--- config.mk ---
export PLATFORM = sky130hd
export DESIGN_NAME = string_table_walker
export DESIGN_NICKNAME = d
export VERILOG_FILES = /design/src/stw_pkg.sv /design/src/string_table_walker.sv /design/src/stw_front.sv /design/src/stw_queue.sv /design/src/stw_back.sv
export SDC_FILE = /design/constraint.sdc
export NUM_CORES = 2
export LEC_CHECK = 0
export BUFFER_PORTS_ARGS = -buffer_cell sky130_fd_sc_hd__buf_2
export CAP_MARGIN = 20
export CORE_MARGIN = 8
export CORE_UTILIZATION = 45
export CTS_BUF_LIST = sky130_fd_sc_hd__clkbuf_2 sky130_fd_sc_hd__clkbuf_4 sky130_fd_sc_hd__clkbuf_8
export CTS_CLUSTER_SIZE = 24
export DETAILED_ROUTE_END_ITERATION = 16
export GPL_ROUTABILITY_DRIVEN = 1
export GPL_TIMING_DRIVEN = 0
export PLACE_DENSITY = 0.58
export RECOVER_POWER = 50
export SETUP_SLACK_MARGIN = 0.15
export SLEW_MARGIN = 20
export SYNTH_ARGS = -nofsm -noshare
export SYNTH_HDL_FRONTEND = slang
export SYNTH_SLANG_ARGS = --single-unit
--- constraint.sdc ---
create_clock -name clk -period 14.33 [get_ports clk]
set_input_delay 0.7165 -clock clk [delete_from_list [all_inputs] [get_ports clk]]
set_output_delay 0.7165 -clock clk [all_outputs]
set_load 0.02 [all_outputs]
--- src/stw_pkg.sv ---
// ----------------------------------------------------------------------------
// stw_pkg
// Shared widths, codes, queue entry type and helpers of the string table
// walker.
// ----------------------------------------------------------------------------
package stw_pkg;

  localparam int unsigned BYTE_W    = 8;
  localparam int unsigned POS_W     = 32;
  localparam int unsigned ADDR_W    = 64;
  localparam int unsigned REASON_W  = 2;
  localparam int unsigned CFG_IDX_W = 1;
  // held-back NUL count, covers every padding run length up to eight
  localparam int unsigned CNT_W     = 3;

  localparam int unsigned PADDING_RUN_DEF = 4;
  localparam int unsigned QUEUE_DEPTH_DEF = 4;

  localparam logic [BYTE_W-1:0] PRINT_LO = 8'h20;
  localparam logic [BYTE_W-1:0] PRINT_HI = 8'h7e;
  localparam logic [POS_W-1:0]  POS_MAX  = 32'hffff_ffff;

  localparam logic [POS_W-1:0]  MAX_TABLE_RESET = 32'h0010_0000;
  localparam logic [ADDR_W-1:0] BASE_ADDR_RESET = 64'h0;

  // configuration register indexes
  localparam logic [CFG_IDX_W-1:0] REG_MAX_TABLE = 1'b0;
  localparam logic [CFG_IDX_W-1:0] REG_BASE_ADDR = 1'b1;

  // walk end reasons
  localparam logic [REASON_W-1:0] REASON_PAD      = 2'd0;
  localparam logic [REASON_W-1:0] REASON_NONPRINT = 2'd1;
  localparam logic [REASON_W-1:0] REASON_SEGEND   = 2'd2;
  localparam logic [REASON_W-1:0] REASON_CAP      = 2'd3;

  // work for the back end: held-back NULs to flush, then an entry, then an end
  typedef struct packed {
    logic [CNT_W-1:0]    flush_cnt;
    logic [POS_W-1:0]    flush_start;
    logic                ent_valid;
    logic [POS_W-1:0]    ent_off;
    logic [POS_W-1:0]    ent_len;
    logic                end_valid;
    logic [REASON_W-1:0] end_reason;
    logic [POS_W-1:0]    end_size;
  } op_t;

  // saturating position add
  function automatic logic [POS_W-1:0] sat_add(input logic [POS_W-1:0] a,
                                               input logic [POS_W-1:0] b);
    logic [POS_W:0] sum;
    sum = {1'b0, a} + {1'b0, b};
    return sum[POS_W] ? POS_MAX : sum[POS_W-1:0];
  endfunction

endpackage

--- src/string_table_walker.sv ---
// ----------------------------------------------------------------------------
// string_table_walker
// Streaming string table walker: splits segment bytes into NUL-terminated
// printable strings and reports entries and the walk end.
// ----------------------------------------------------------------------------
// Usage:
//   in_*  : one segment byte per transfer (in_valid / in_stall), with
//           in_segment_last on the final byte of the segment.
//   out_* : one record per transfer (out_valid / out_stall); a byte causes
//           zero to PADDING_RUN records, the final one flagged by
//           out_last_of_run.
//   cfg_* : register writes (cfg_valid / cfg_ready, always ready), index 0 is
//           the table size cap, index 1 the base address; write while idle.
// Path: a byte's queue entry is written into the queue; its records are then
//   built from the queue head and registered in the output register.
// Throughput: one byte per cycle while in_stall is low; the back end emits
//   one record per cycle while out_stall allows, so a byte with more than one
//   record holds it busy, and the queue of QUEUE_DEPTH entries absorbs such bursts before in_stall rises.
// Reset: walk state, queue and output valid clear, the cap returns to
//   1 MiB and the base address to zero. No clearing pass is needed.
// Receiver stall: the output register holds its record; the queue fills and
//   then in_stall stops the byte stream.
// ----------------------------------------------------------------------------
module string_table_walker #(
  parameter int unsigned PADDING_RUN = stw_pkg::PADDING_RUN_DEF,
  parameter int unsigned QUEUE_DEPTH = stw_pkg::QUEUE_DEPTH_DEF
) (
  input  logic                             clk,
  input  logic                             rst_n,
  input  logic                             in_valid,
  output logic                             in_stall,
  input  logic [stw_pkg::BYTE_W-1:0]       in_byte_value,
  input  logic                             in_segment_last,
  output logic                             out_valid,
  input  logic                             out_stall,
  output logic                             out_is_end,
  output logic [stw_pkg::POS_W-1:0]        out_entry_offset,
  output logic [stw_pkg::POS_W-1:0]        out_entry_length,
  output logic [stw_pkg::ADDR_W-1:0]       out_entry_address,
  output logic [stw_pkg::REASON_W-1:0]     out_end_reason,
  output logic [stw_pkg::POS_W-1:0]        out_walk_size,
  output logic                             out_last_of_run,
  input  logic                             cfg_valid,
  output logic                             cfg_ready,
  input  logic [stw_pkg::CFG_IDX_W-1:0]    cfg_index,
  input  logic [stw_pkg::ADDR_W-1:0]       cfg_data
);

  logic [stw_pkg::POS_W-1:0]  max_table_r;
  logic [stw_pkg::ADDR_W-1:0] base_addr_r;

  logic         q_push, q_full, q_pop, q_head_valid;
  stw_pkg::op_t q_push_op, q_head_op;

  // configuration registers
  assign cfg_ready = 1'b1;

  always_ff @(posedge clk) begin
    if (!rst_n) begin
      max_table_r <= stw_pkg::MAX_TABLE_RESET;
      base_addr_r <= stw_pkg::BASE_ADDR_RESET;
    end else if (cfg_valid && cfg_ready) begin
      case (cfg_index)
        stw_pkg::REG_MAX_TABLE: max_table_r <= cfg_data[stw_pkg::POS_W-1:0];
        stw_pkg::REG_BASE_ADDR: base_addr_r <= cfg_data;
        default: ;
      endcase
    end
  end

  // byte classification
  stw_front #(
    .PADDING_RUN (PADDING_RUN)
  ) u_front (
    .clk             (clk),
    .rst_n           (rst_n),
    .in_valid        (in_valid),
    .in_stall        (in_stall),
    .in_byte_value   (in_byte_value),
    .in_segment_last (in_segment_last),
    .max_table_bytes (max_table_r),
    .q_full          (q_full),
    .q_push          (q_push),
    .q_op            (q_push_op)
  );

  // decoupling queue
  stw_queue #(
    .DEPTH (QUEUE_DEPTH)
  ) u_queue (
    .clk        (clk),
    .rst_n      (rst_n),
    .push       (q_push),
    .push_op    (q_push_op),
    .full       (q_full),
    .pop        (q_pop),
    .head_valid (q_head_valid),
    .head_op    (q_head_op)
  );

  // record generation
  stw_back u_back (
    .clk               (clk),
    .rst_n             (rst_n),
    .head_valid        (q_head_valid),
    .head_op           (q_head_op),
    .pop               (q_pop),
    .max_table_bytes   (max_table_r),
    .base_address      (base_addr_r),
    .out_valid         (out_valid),
    .out_stall         (out_stall),
    .out_is_end        (out_is_end),
    .out_entry_offset  (out_entry_offset),
    .out_entry_length  (out_entry_length),
    .out_entry_address (out_entry_address),
    .out_end_reason    (out_end_reason),
    .out_walk_size     (out_walk_size),
    .out_last_of_run   (out_last_of_run)
  );

endmodule

--- src/stw_front.sv ---
// ----------------------------------------------------------------------------
// stw_front
// Accepts segment bytes, tracks the walk state and turns each byte that causes
// records into one queue entry describing those records.
// ----------------------------------------------------------------------------
module stw_front #(
  parameter int unsigned PADDING_RUN = stw_pkg::PADDING_RUN_DEF
) (
  input  logic                          clk,
  input  logic                          rst_n,
  input  logic                          in_valid,
  output logic                          in_stall,
  input  logic [stw_pkg::BYTE_W-1:0]    in_byte_value,
  input  logic                          in_segment_last,
  input  logic [stw_pkg::POS_W-1:0]     max_table_bytes,
  input  logic                          q_full,
  output logic                          q_push,
  output stw_pkg::op_t                  q_op
);

  localparam int unsigned POS_W = stw_pkg::POS_W;
  localparam int unsigned CNT_W = stw_pkg::CNT_W;
  localparam logic [CNT_W:0] PAD_RUN_C = (CNT_W + 1)'(PADDING_RUN);

  logic [POS_W-1:0] pos_r, pos_nxt;
  logic [POS_W-1:0] start_r, start_nxt;
  logic             inside_r, inside_nxt;
  logic [CNT_W-1:0] pend_r, pend_nxt;
  logic             fin_r, fin_nxt;

  logic             accept;
  logic             printable;
  logic [POS_W-1:0] pos_inc;
  logic [CNT_W:0]   pend_ext;
  logic [POS_W-1:0] nul_start;
  logic             flush_caps;
  stw_pkg::op_t     op;

  assign in_stall  = q_full;
  assign accept    = in_valid && !q_full;
  assign printable = (in_byte_value >= stw_pkg::PRINT_LO) &&
                     (in_byte_value <= stw_pkg::PRINT_HI);
  assign pos_inc   = stw_pkg::sat_add(pos_r, POS_W'(1));
  assign pend_ext  = {1'b0, pend_r} + (CNT_W + 1)'(1);
  assign nul_start = (pend_r == '0) ? pos_r : start_r;
  // a flush hits the cap when its last held-back NUL lies at or past it
  assign flush_caps = (pend_r != '0) &&
                      (stw_pkg::sat_add(start_r, POS_W'(pend_r - CNT_W'(1)))
                       >= max_table_bytes);

  // classify the byte against the walk state
  always_comb begin
    op         = '0;
    start_nxt  = start_r;
    inside_nxt = inside_r;
    pend_nxt   = pend_r;
    fin_nxt    = fin_r;
    if (fin_r) begin
      // bytes after the walk end give nothing
    end else if (inside_r) begin
      if (in_byte_value == '0) begin
        op.ent_valid = 1'b1;
        op.ent_off   = start_r;
        op.ent_len   = pos_r - start_r;
        inside_nxt   = 1'b0;
        if (in_segment_last) begin
          op.end_valid  = 1'b1;
          op.end_reason = stw_pkg::REASON_SEGEND;
          op.end_size   = pos_inc;
        end
      end else if (printable) begin
        if (in_segment_last) begin
          op.end_valid  = 1'b1;
          op.end_reason = stw_pkg::REASON_SEGEND;
          op.end_size   = start_r;
        end
      end else begin
        op.end_valid  = 1'b1;
        op.end_reason = stw_pkg::REASON_NONPRINT;
        op.end_size   = start_r;
      end
      fin_nxt = op.end_valid;
    end else if (in_byte_value == '0) begin
      start_nxt = nul_start;
      if (pend_ext == PAD_RUN_C) begin
        pend_nxt      = '0;
        op.end_valid  = 1'b1;
        op.end_reason = (nul_start >= max_table_bytes) ? stw_pkg::REASON_CAP
                                                       : stw_pkg::REASON_PAD;
        op.end_size   = nul_start;
        fin_nxt       = 1'b1;
      end else begin
        pend_nxt = pend_ext[CNT_W-1:0];
        if (in_segment_last) begin
          op.flush_cnt   = pend_ext[CNT_W-1:0];
          op.flush_start = nul_start;
          op.end_valid   = 1'b1;
          op.end_reason  = stw_pkg::REASON_SEGEND;
          op.end_size    = pos_inc;
        end
      end
    end else begin
      op.flush_cnt   = pend_r;
      op.flush_start = start_r;
      pend_nxt       = '0;
      if (pos_r >= max_table_bytes) begin
        op.end_valid  = 1'b1;
        op.end_reason = stw_pkg::REASON_CAP;
        op.end_size   = pos_r;
      end else if (!printable) begin
        op.end_valid  = 1'b1;
        op.end_reason = stw_pkg::REASON_NONPRINT;
        op.end_size   = pos_r;
      end else begin
        inside_nxt = 1'b1;
        start_nxt  = pos_r;
        if (in_segment_last) begin
          op.end_valid  = 1'b1;
          op.end_reason = stw_pkg::REASON_SEGEND;
          op.end_size   = pos_r;
        end
      end
      fin_nxt = flush_caps || op.end_valid;
    end
    pos_nxt = pos_inc;
    // segment end starts a fresh walk
    if (in_segment_last) begin
      pos_nxt    = '0;
      start_nxt  = '0;
      inside_nxt = 1'b0;
      pend_nxt   = '0;
      fin_nxt    = 1'b0;
    end
  end

  // only bytes that cause records enter the queue
  assign q_push = accept && ((op.flush_cnt != '0) || op.ent_valid || op.end_valid);
  assign q_op   = op;

  // walk state
  always_ff @(posedge clk) begin
    if (!rst_n) begin
      pos_r    <= '0;
      start_r  <= '0;
      inside_r <= 1'b0;
      pend_r   <= '0;
      fin_r    <= 1'b0;
    end else if (accept) begin
      pos_r    <= pos_nxt;
      start_r  <= start_nxt;
      inside_r <= inside_nxt;
      pend_r   <= pend_nxt;
      fin_r    <= fin_nxt;
    end
  end

endmodule

--- src/stw_queue.sv ---
// ----------------------------------------------------------------------------
// stw_queue
// Short queue of classified bytes between the front end and the back end.
// ----------------------------------------------------------------------------
module stw_queue #(
  parameter int unsigned DEPTH = stw_pkg::QUEUE_DEPTH_DEF
) (
  input  logic         clk,
  input  logic         rst_n,
  input  logic         push,
  input  stw_pkg::op_t push_op,
  output logic         full,
  input  logic         pop,
  output logic         head_valid,
  output stw_pkg::op_t head_op
);

  localparam int unsigned PTR_W = $clog2(DEPTH);
  localparam int unsigned CNT_W = $clog2(DEPTH + 1);
  localparam logic [PTR_W-1:0] PTR_LAST = PTR_W'(DEPTH - 1);
  localparam logic [CNT_W-1:0] CNT_FULL = CNT_W'(DEPTH);

  stw_pkg::op_t     mem_r [DEPTH];
  logic [PTR_W-1:0] wr_ptr_r, rd_ptr_r;
  logic [CNT_W-1:0] count_r;
  logic             do_pop;

  assign full       = (count_r == CNT_FULL);
  assign head_valid = (count_r != '0);
  assign head_op    = mem_r[rd_ptr_r];
  assign do_pop     = pop && head_valid;

  // entry storage
  always_ff @(posedge clk) begin
    if (push) begin
      mem_r[wr_ptr_r] <= push_op;
    end
  end

  // pointers and fill level
  always_ff @(posedge clk) begin
    if (!rst_n) begin
      wr_ptr_r <= '0;
      rd_ptr_r <= '0;
      count_r  <= '0;
    end else begin
      if (push) begin
        wr_ptr_r <= (wr_ptr_r == PTR_LAST) ? '0 : wr_ptr_r + PTR_W'(1);
      end
      if (do_pop) begin
        rd_ptr_r <= (rd_ptr_r == PTR_LAST) ? '0 : rd_ptr_r + PTR_W'(1);
      end
      if (push && !do_pop) begin
        count_r <= count_r + CNT_W'(1);
      end else if (do_pop && !push) begin
        count_r <= count_r - CNT_W'(1);
      end
    end
  end

  // fill level stays within the storage
  a_count_range: assert property (@(posedge clk) disable iff (!rst_n)
    count_r <= CNT_FULL)
    else $error("queue fill level beyond depth");

  // never written while full
  a_no_overflow: assert property (@(posedge clk) disable iff (!rst_n)
    full |-> !push)
    else $error("queue push while full");

endmodule

--- src/stw_back.sv ---
// ----------------------------------------------------------------------------
// stw_back
// Expands each queue entry into its records, one per cycle while out_stall
// does not hold the output register, into the output register.
// ----------------------------------------------------------------------------
module stw_back (
  input  logic                           clk,
  input  logic                           rst_n,
  input  logic                           head_valid,
  input  stw_pkg::op_t                   head_op,
  output logic                           pop,
  input  logic [stw_pkg::POS_W-1:0]      max_table_bytes,
  input  logic [stw_pkg::ADDR_W-1:0]     base_address,
  output logic                           out_valid,
  input  logic                           out_stall,
  output logic                           out_is_end,
  output logic [stw_pkg::POS_W-1:0]      out_entry_offset,
  output logic [stw_pkg::POS_W-1:0]      out_entry_length,
  output logic [stw_pkg::ADDR_W-1:0]     out_entry_address,
  output logic [stw_pkg::REASON_W-1:0]   out_end_reason,
  output logic [stw_pkg::POS_W-1:0]      out_walk_size,
  output logic                           out_last_of_run
);

  localparam int unsigned POS_W    = stw_pkg::POS_W;
  localparam int unsigned ADDR_W   = stw_pkg::ADDR_W;
  localparam int unsigned CNT_W    = stw_pkg::CNT_W;
  localparam int unsigned REASON_W = stw_pkg::REASON_W;

  // record phases of one entry
  localparam logic [1:0] PH_FLUSH = 2'd0;
  localparam logic [1:0] PH_ENT   = 2'd1;
  localparam logic [1:0] PH_END   = 2'd2;

  logic [1:0]          phase_r;
  logic [CNT_W-1:0]    idx_r;
  logic                out_valid_r;
  logic                is_end_r;
  logic [POS_W-1:0]    offset_r, length_r, size_r;
  logic [ADDR_W-1:0]   address_r;
  logic [REASON_W-1:0] reason_r;
  logic                last_r;

  logic [1:0]          eff_phase;
  logic [POS_W-1:0]    flush_pos;
  logic                load, fire;
  logic                r_is_end, r_last;
  logic [POS_W-1:0]    r_off, r_len, r_size;
  logic [REASON_W-1:0] r_reason;
  logic [ADDR_W-1:0]   r_addr;

  // flush finished: move on to the entry or the end
  always_comb begin
    if (phase_r == PH_FLUSH && idx_r == head_op.flush_cnt) begin
      eff_phase = head_op.ent_valid ? PH_ENT : PH_END;
    end else begin
      eff_phase = phase_r;
    end
  end

  assign flush_pos = stw_pkg::sat_add(head_op.flush_start, POS_W'(idx_r));
  assign load      = !out_valid_r || !out_stall;
  assign fire      = head_valid && load;
  assign pop       = fire && r_last;

  // build the next record
  always_comb begin
    r_is_end = 1'b0;
    r_off    = '0;
    r_len    = '0;
    r_reason = stw_pkg::REASON_PAD;
    r_size   = '0;
    r_last   = 1'b1;
    case (eff_phase)
      PH_FLUSH: begin
        if (flush_pos >= max_table_bytes) begin
          r_is_end = 1'b1;
          r_reason = stw_pkg::REASON_CAP;
          r_size   = flush_pos;
        end else begin
          r_off  = flush_pos;
          r_last = ((idx_r + CNT_W'(1)) == head_op.flush_cnt) &&
                   !head_op.ent_valid && !head_op.end_valid;
        end
      end
      PH_ENT: begin
        r_off  = head_op.ent_off;
        r_len  = head_op.ent_len;
        r_last = !head_op.end_valid;
      end
      default: begin
        r_is_end = 1'b1;
        r_reason = head_op.end_reason;
        r_size   = head_op.end_size;
      end
    endcase
    r_addr = base_address + ADDR_W'(r_is_end ? r_size : r_off);
  end

  // phase sequencing within one entry
  always_ff @(posedge clk) begin
    if (!rst_n) begin
      phase_r <= PH_FLUSH;
      idx_r   <= '0;
    end else if (pop) begin
      phase_r <= PH_FLUSH;
      idx_r   <= '0;
    end else if (fire) begin
      case (eff_phase)
        PH_FLUSH: idx_r   <= idx_r + CNT_W'(1);
        PH_ENT:   phase_r <= PH_END;
        default:  phase_r <= phase_r;
      endcase
    end
  end

  // output register
  always_ff @(posedge clk) begin
    if (!rst_n) begin
      out_valid_r <= 1'b0;
    end else if (load) begin
      out_valid_r <= head_valid;
    end
  end

  always_ff @(posedge clk) begin
    if (fire) begin
      is_end_r  <= r_is_end;
      offset_r  <= r_off;
      length_r  <= r_len;
      address_r <= r_addr;
      reason_r  <= r_reason;
      size_r    <= r_size;
      last_r    <= r_last;
    end
  end

  assign out_valid         = out_valid_r;
  assign out_is_end        = is_end_r;
  assign out_entry_offset  = offset_r;
  assign out_entry_length  = length_r;
  assign out_entry_address = address_r;
  assign out_end_reason    = reason_r;
  assign out_walk_size     = size_r;
  assign out_last_of_run   = last_r;

  // flush index never passes the held-back count
  a_idx_range: assert property (@(posedge clk) disable iff (!rst_n)
    (head_valid && phase_r == PH_FLUSH) |-> idx_r <= head_op.flush_cnt)
    else $error("flush index beyond held-back count");

  // entry phase only for queue entries that carry an entry
  a_ent_phase: assert property (@(posedge clk) disable iff (!rst_n)
    (head_valid && phase_r == PH_ENT) |-> head_op.ent_valid)
    else $error("entry phase without entry");

  // end phase only for queue entries that carry an end
  a_end_phase: assert property (@(posedge clk) disable iff (!rst_n)
    (head_valid && phase_r == PH_END) |-> head_op.end_valid)
    else $error("end phase without end record");

  // an end record always closes the records of its byte
  a_end_last: assert property (@(posedge clk) disable iff (!rst_n)
    (out_valid_r && is_end_r) |-> last_r)
    else $error("end record not marked last");

endmodule
==> flow_metrics.py <==
metrics = {
    "run_status": {
        "status": "complete, but fails checks",
        "failed_checks": "capacitance limit, slew limit",
    },
    "route": {
        "vias": 33990,
        "drt-total-wl_mm": 154.3,
        "first_pass_iters": 6,
        "routedWlPerCell_um": 26.56,
        "via_per_inst": 5.849,
        "drt-initial-drc-count": 3270,
        "drc": 0,
        "ant_nets": 0,
    },
    "global_routing": {
        "grt_antenna_before_repair": 12,
        "grt_pass1_vias": 33430,
        "grt_usage_pct": 26.80,
        "grt_max_degree": 46,
        "grt_pass1_wl_mm": 222.8,
        "globalRouteOverflowTotal": 0,
    },
    "floorplanning": {
        "ioPinCount": 246,
        "die_w_um": 334.3,
        "die_h_um": 334.3,
        "placementRows": 116,
        "die_area_um2": 111800,
        "start_util_pct": 45.46,
        "core_um2": 100300,
    },
    "pwr": {
        "pwr-share-comb_pct": 34.0,
        "switchingPower_uw": 3172,
        "finalPower_uw": 8647,
        "switching_share_pct": 36.68,
        "pwr-share-clk_pct": 26.0,
        "power_density_nw_per_um2": 167.2,
        "p_int_uw": 5475,
        "pwr-share-seq_pct": 40.0,
        "cellLeakagePower_uw": 0.01886,
        "peakVddDrop_v": 0.00008295,
    },
    "layout": {
        "final_cell_mix": "704 x edfxtp_1, 441 x nand2_1, 355 x clkbuf_1",
        "layout.nets": 4661,
        "largest_reg_flops": 540,
        "final-seq-area_um2": 24720,
        "fin_area_um2": 51710,
        "synthToLayoutAreaGrowth_pct": 13.41,
        "layout_commonest_cell": "edfxtp_1",
        "fin_util_pct": 51.56,
        "multi_input_area_um2": 19550,
        "drive_gt1_share_pct": 13.12,
        "nFillCells": 9054,
        "largest-register": "u_queue.mem_r",
    },
    "critical_path": {
        "arrival_ps": 13240,
        "cpMostUsedCell": "clkbuf_1",
        "crit_type": "reg2reg",
        "crit_path_top_delay_cell": "nor4_2",
        "required_ps": 14880,
        "crit_path_end_kind": "flop",
        "critPathMaxStageDelay_ps": 900,
        "crit_path_max_fanout": 10,
        "start_kind": "flop",
    },
    "synth": {
        "async_reset_ff_share_pct": 0,
        "synth_cell_type_count": 89,
        "ys_seq_elements": 883,
        "synth_ff_type": "edfxtp_1",
        "synth_top_cell_area_share_pct": 46.37,
        "yosysWarnings": 0,
        "syn_nets": 4240,
        "synth_area_per_cell_um2": 11.63,
        "synth_largest_area_cell": "edfxtp_1",
        "synthesis.area_um2": 45590,
        "synthesis.instances": 3919,
        "yosysSeqAreaShare_pct": 54.22,
        "synth-edff-count": 704,
        "synth_area_leaders": "edfxtp_1 46%, dfxtp_1 7.9%, mux4_2 6.6%",
    },
    "sta": {
        "whs_ps": 169.7,
        "maxSlewHeadroom_pct": -57.24,
        "max_freq_mhz": 78.82,
        "finClkSkew_ps": 47.66,
        "worst_pin_slew_ps": 2357,
        "hold_viol_final": 0,
        "setup_viol": 0,
        "maxSlewViolCount": 62,
        "finalCritPeriodShare_pct": 88.54,
        "period_minus_slack_ps": 12690,
        "rsz0062_at_grt": "no",
    },
    "cts": {
        "worstSkewPairLatency_ps": 810,
        "cts_tree": "built",
        "clock_sink_count": 883,
        "clock_path_buffers": 3,
        "cts_resized": 0,
        "postCtsSetupRepairBufs": 0,
        "ctsRootBufferMaster": "clkbuf_8",
        "hold_buffers": 0,
        "clk_pin_slew_ps": 70,
        "htreeDepth": 4,
        "cts_buffers": 147,
    },
    "place": {
        "gp_congestion": 0.9770,
        "portBuffers": 243,
        "hpwlAfterDp_mm": 120.8,
        "place_area_um2": 49180,
    },
    "run": {
        "drv_cap": 3,
    },
    "min_path": {
        "hold_class": "in2reg",
        "worstHoldStart": "cfg_data[62]",
    },
}
==> cells in the mapped netlist, types with 96 or more instances <==
master / n
ha_1: 237
nand2_1: 441
o21ai_0: 185
mux4_2: 134
edfxtp_1: 704
clkbuf_1: 174
dfxtp_1: 179
inv_1: 123
a21oi_1: 227
a21boi_0: 100
nand3_1: 96
nor2_1: 223
==> power by group through the flow <==
| stage | clock network (uW) | logic [uW] | registers [uW] |
|---|---|---|---|
| after floorplan | 0 | 1570 | 3880 |
| after detailed placement | 0 | 3080 | 3490 |
| final | 2250 | 2940 | 3460 |
| after CTS | 2290 | 3090 | 3440 |
| after global placement | 0 | 2930 | 3660 |
| after global routing | 2390 | 3140 | 3500 |
==> kinds of logic after synthesis <==
group           after synthesis  synth area share [%]
flops                       883                 54.22
compound gates              936                 13.17
mux                         169                 7.453
xor+xnor                    166                 3.205
simple gates               1171                 12.22
fa+ha+maj                   242                 6.723
buf+inv                     351                 2.991
other cells                   1              0.008225
==> final timing paths <==
| path | end | cells after the start | slack, ps |
|---|---|---|---|
| hold reg to reg | base_addr_r[58]$_SDFFE_PN0P_ | 2 | 460 |
| hold / removal | base_addr_r[62]$_SDFFE_PN0P_ | 3 | 170 |
| setup reg to reg | u_back.out_entry_address[63]$_DFFE_PP_ | 33 | 1640 |
| setup / recovery | u_back.out_entry_address[63]$_DFFE_PP_ | 33 | 1640 |
==> metal layers <==
layer,up-vias,GRT usage (%),share of wire (%)
met5,-,0,0.0084
met4,2,10.52,4.2
met3,327,5.176,7.5
met2,1394,43.36,46
met1,16800,35.56,42
li1,15470,-,-
==> area by class of cell <==
class | instances | area share (%)
inverters | 140 | 1.016
flip-flops and latches | 883 | 47.81
clock buffers | 216 | 5.144
well taps | 1357 | 3.284
multi-input cells | 2685 | 37.81
clock inverters | 45 | 0.5638
repair buffers | 272 | 2.730
diodes | 2 | 0.009679
plain buffers | 211 | 1.624
==> through the flow <==
stage,TNS (ps),setup WS (ps),cells
floorplan,0,3494,3919
global placement,-31750,-3427,5519
detailed placement,0,1605,5546
CTS,0,1594,5807
global route,0,1092,5810
finish,0,1642,5811
==> critical path, delay by kind of cell (launching register included) <==
kind                     cells  cell delay [ps]
multiplexers                 1              360
buffers and inverters        7             3610
XOR/XNOR                     1              160
adder cells (fa/ha/maj)      4             1330
AO/OA/AOI/OAI               10             3430
flip-flops                   1              300
AND/OR/NAND/NOR             10             3180
Note: power is estimated with default switching activity, not from simulation.
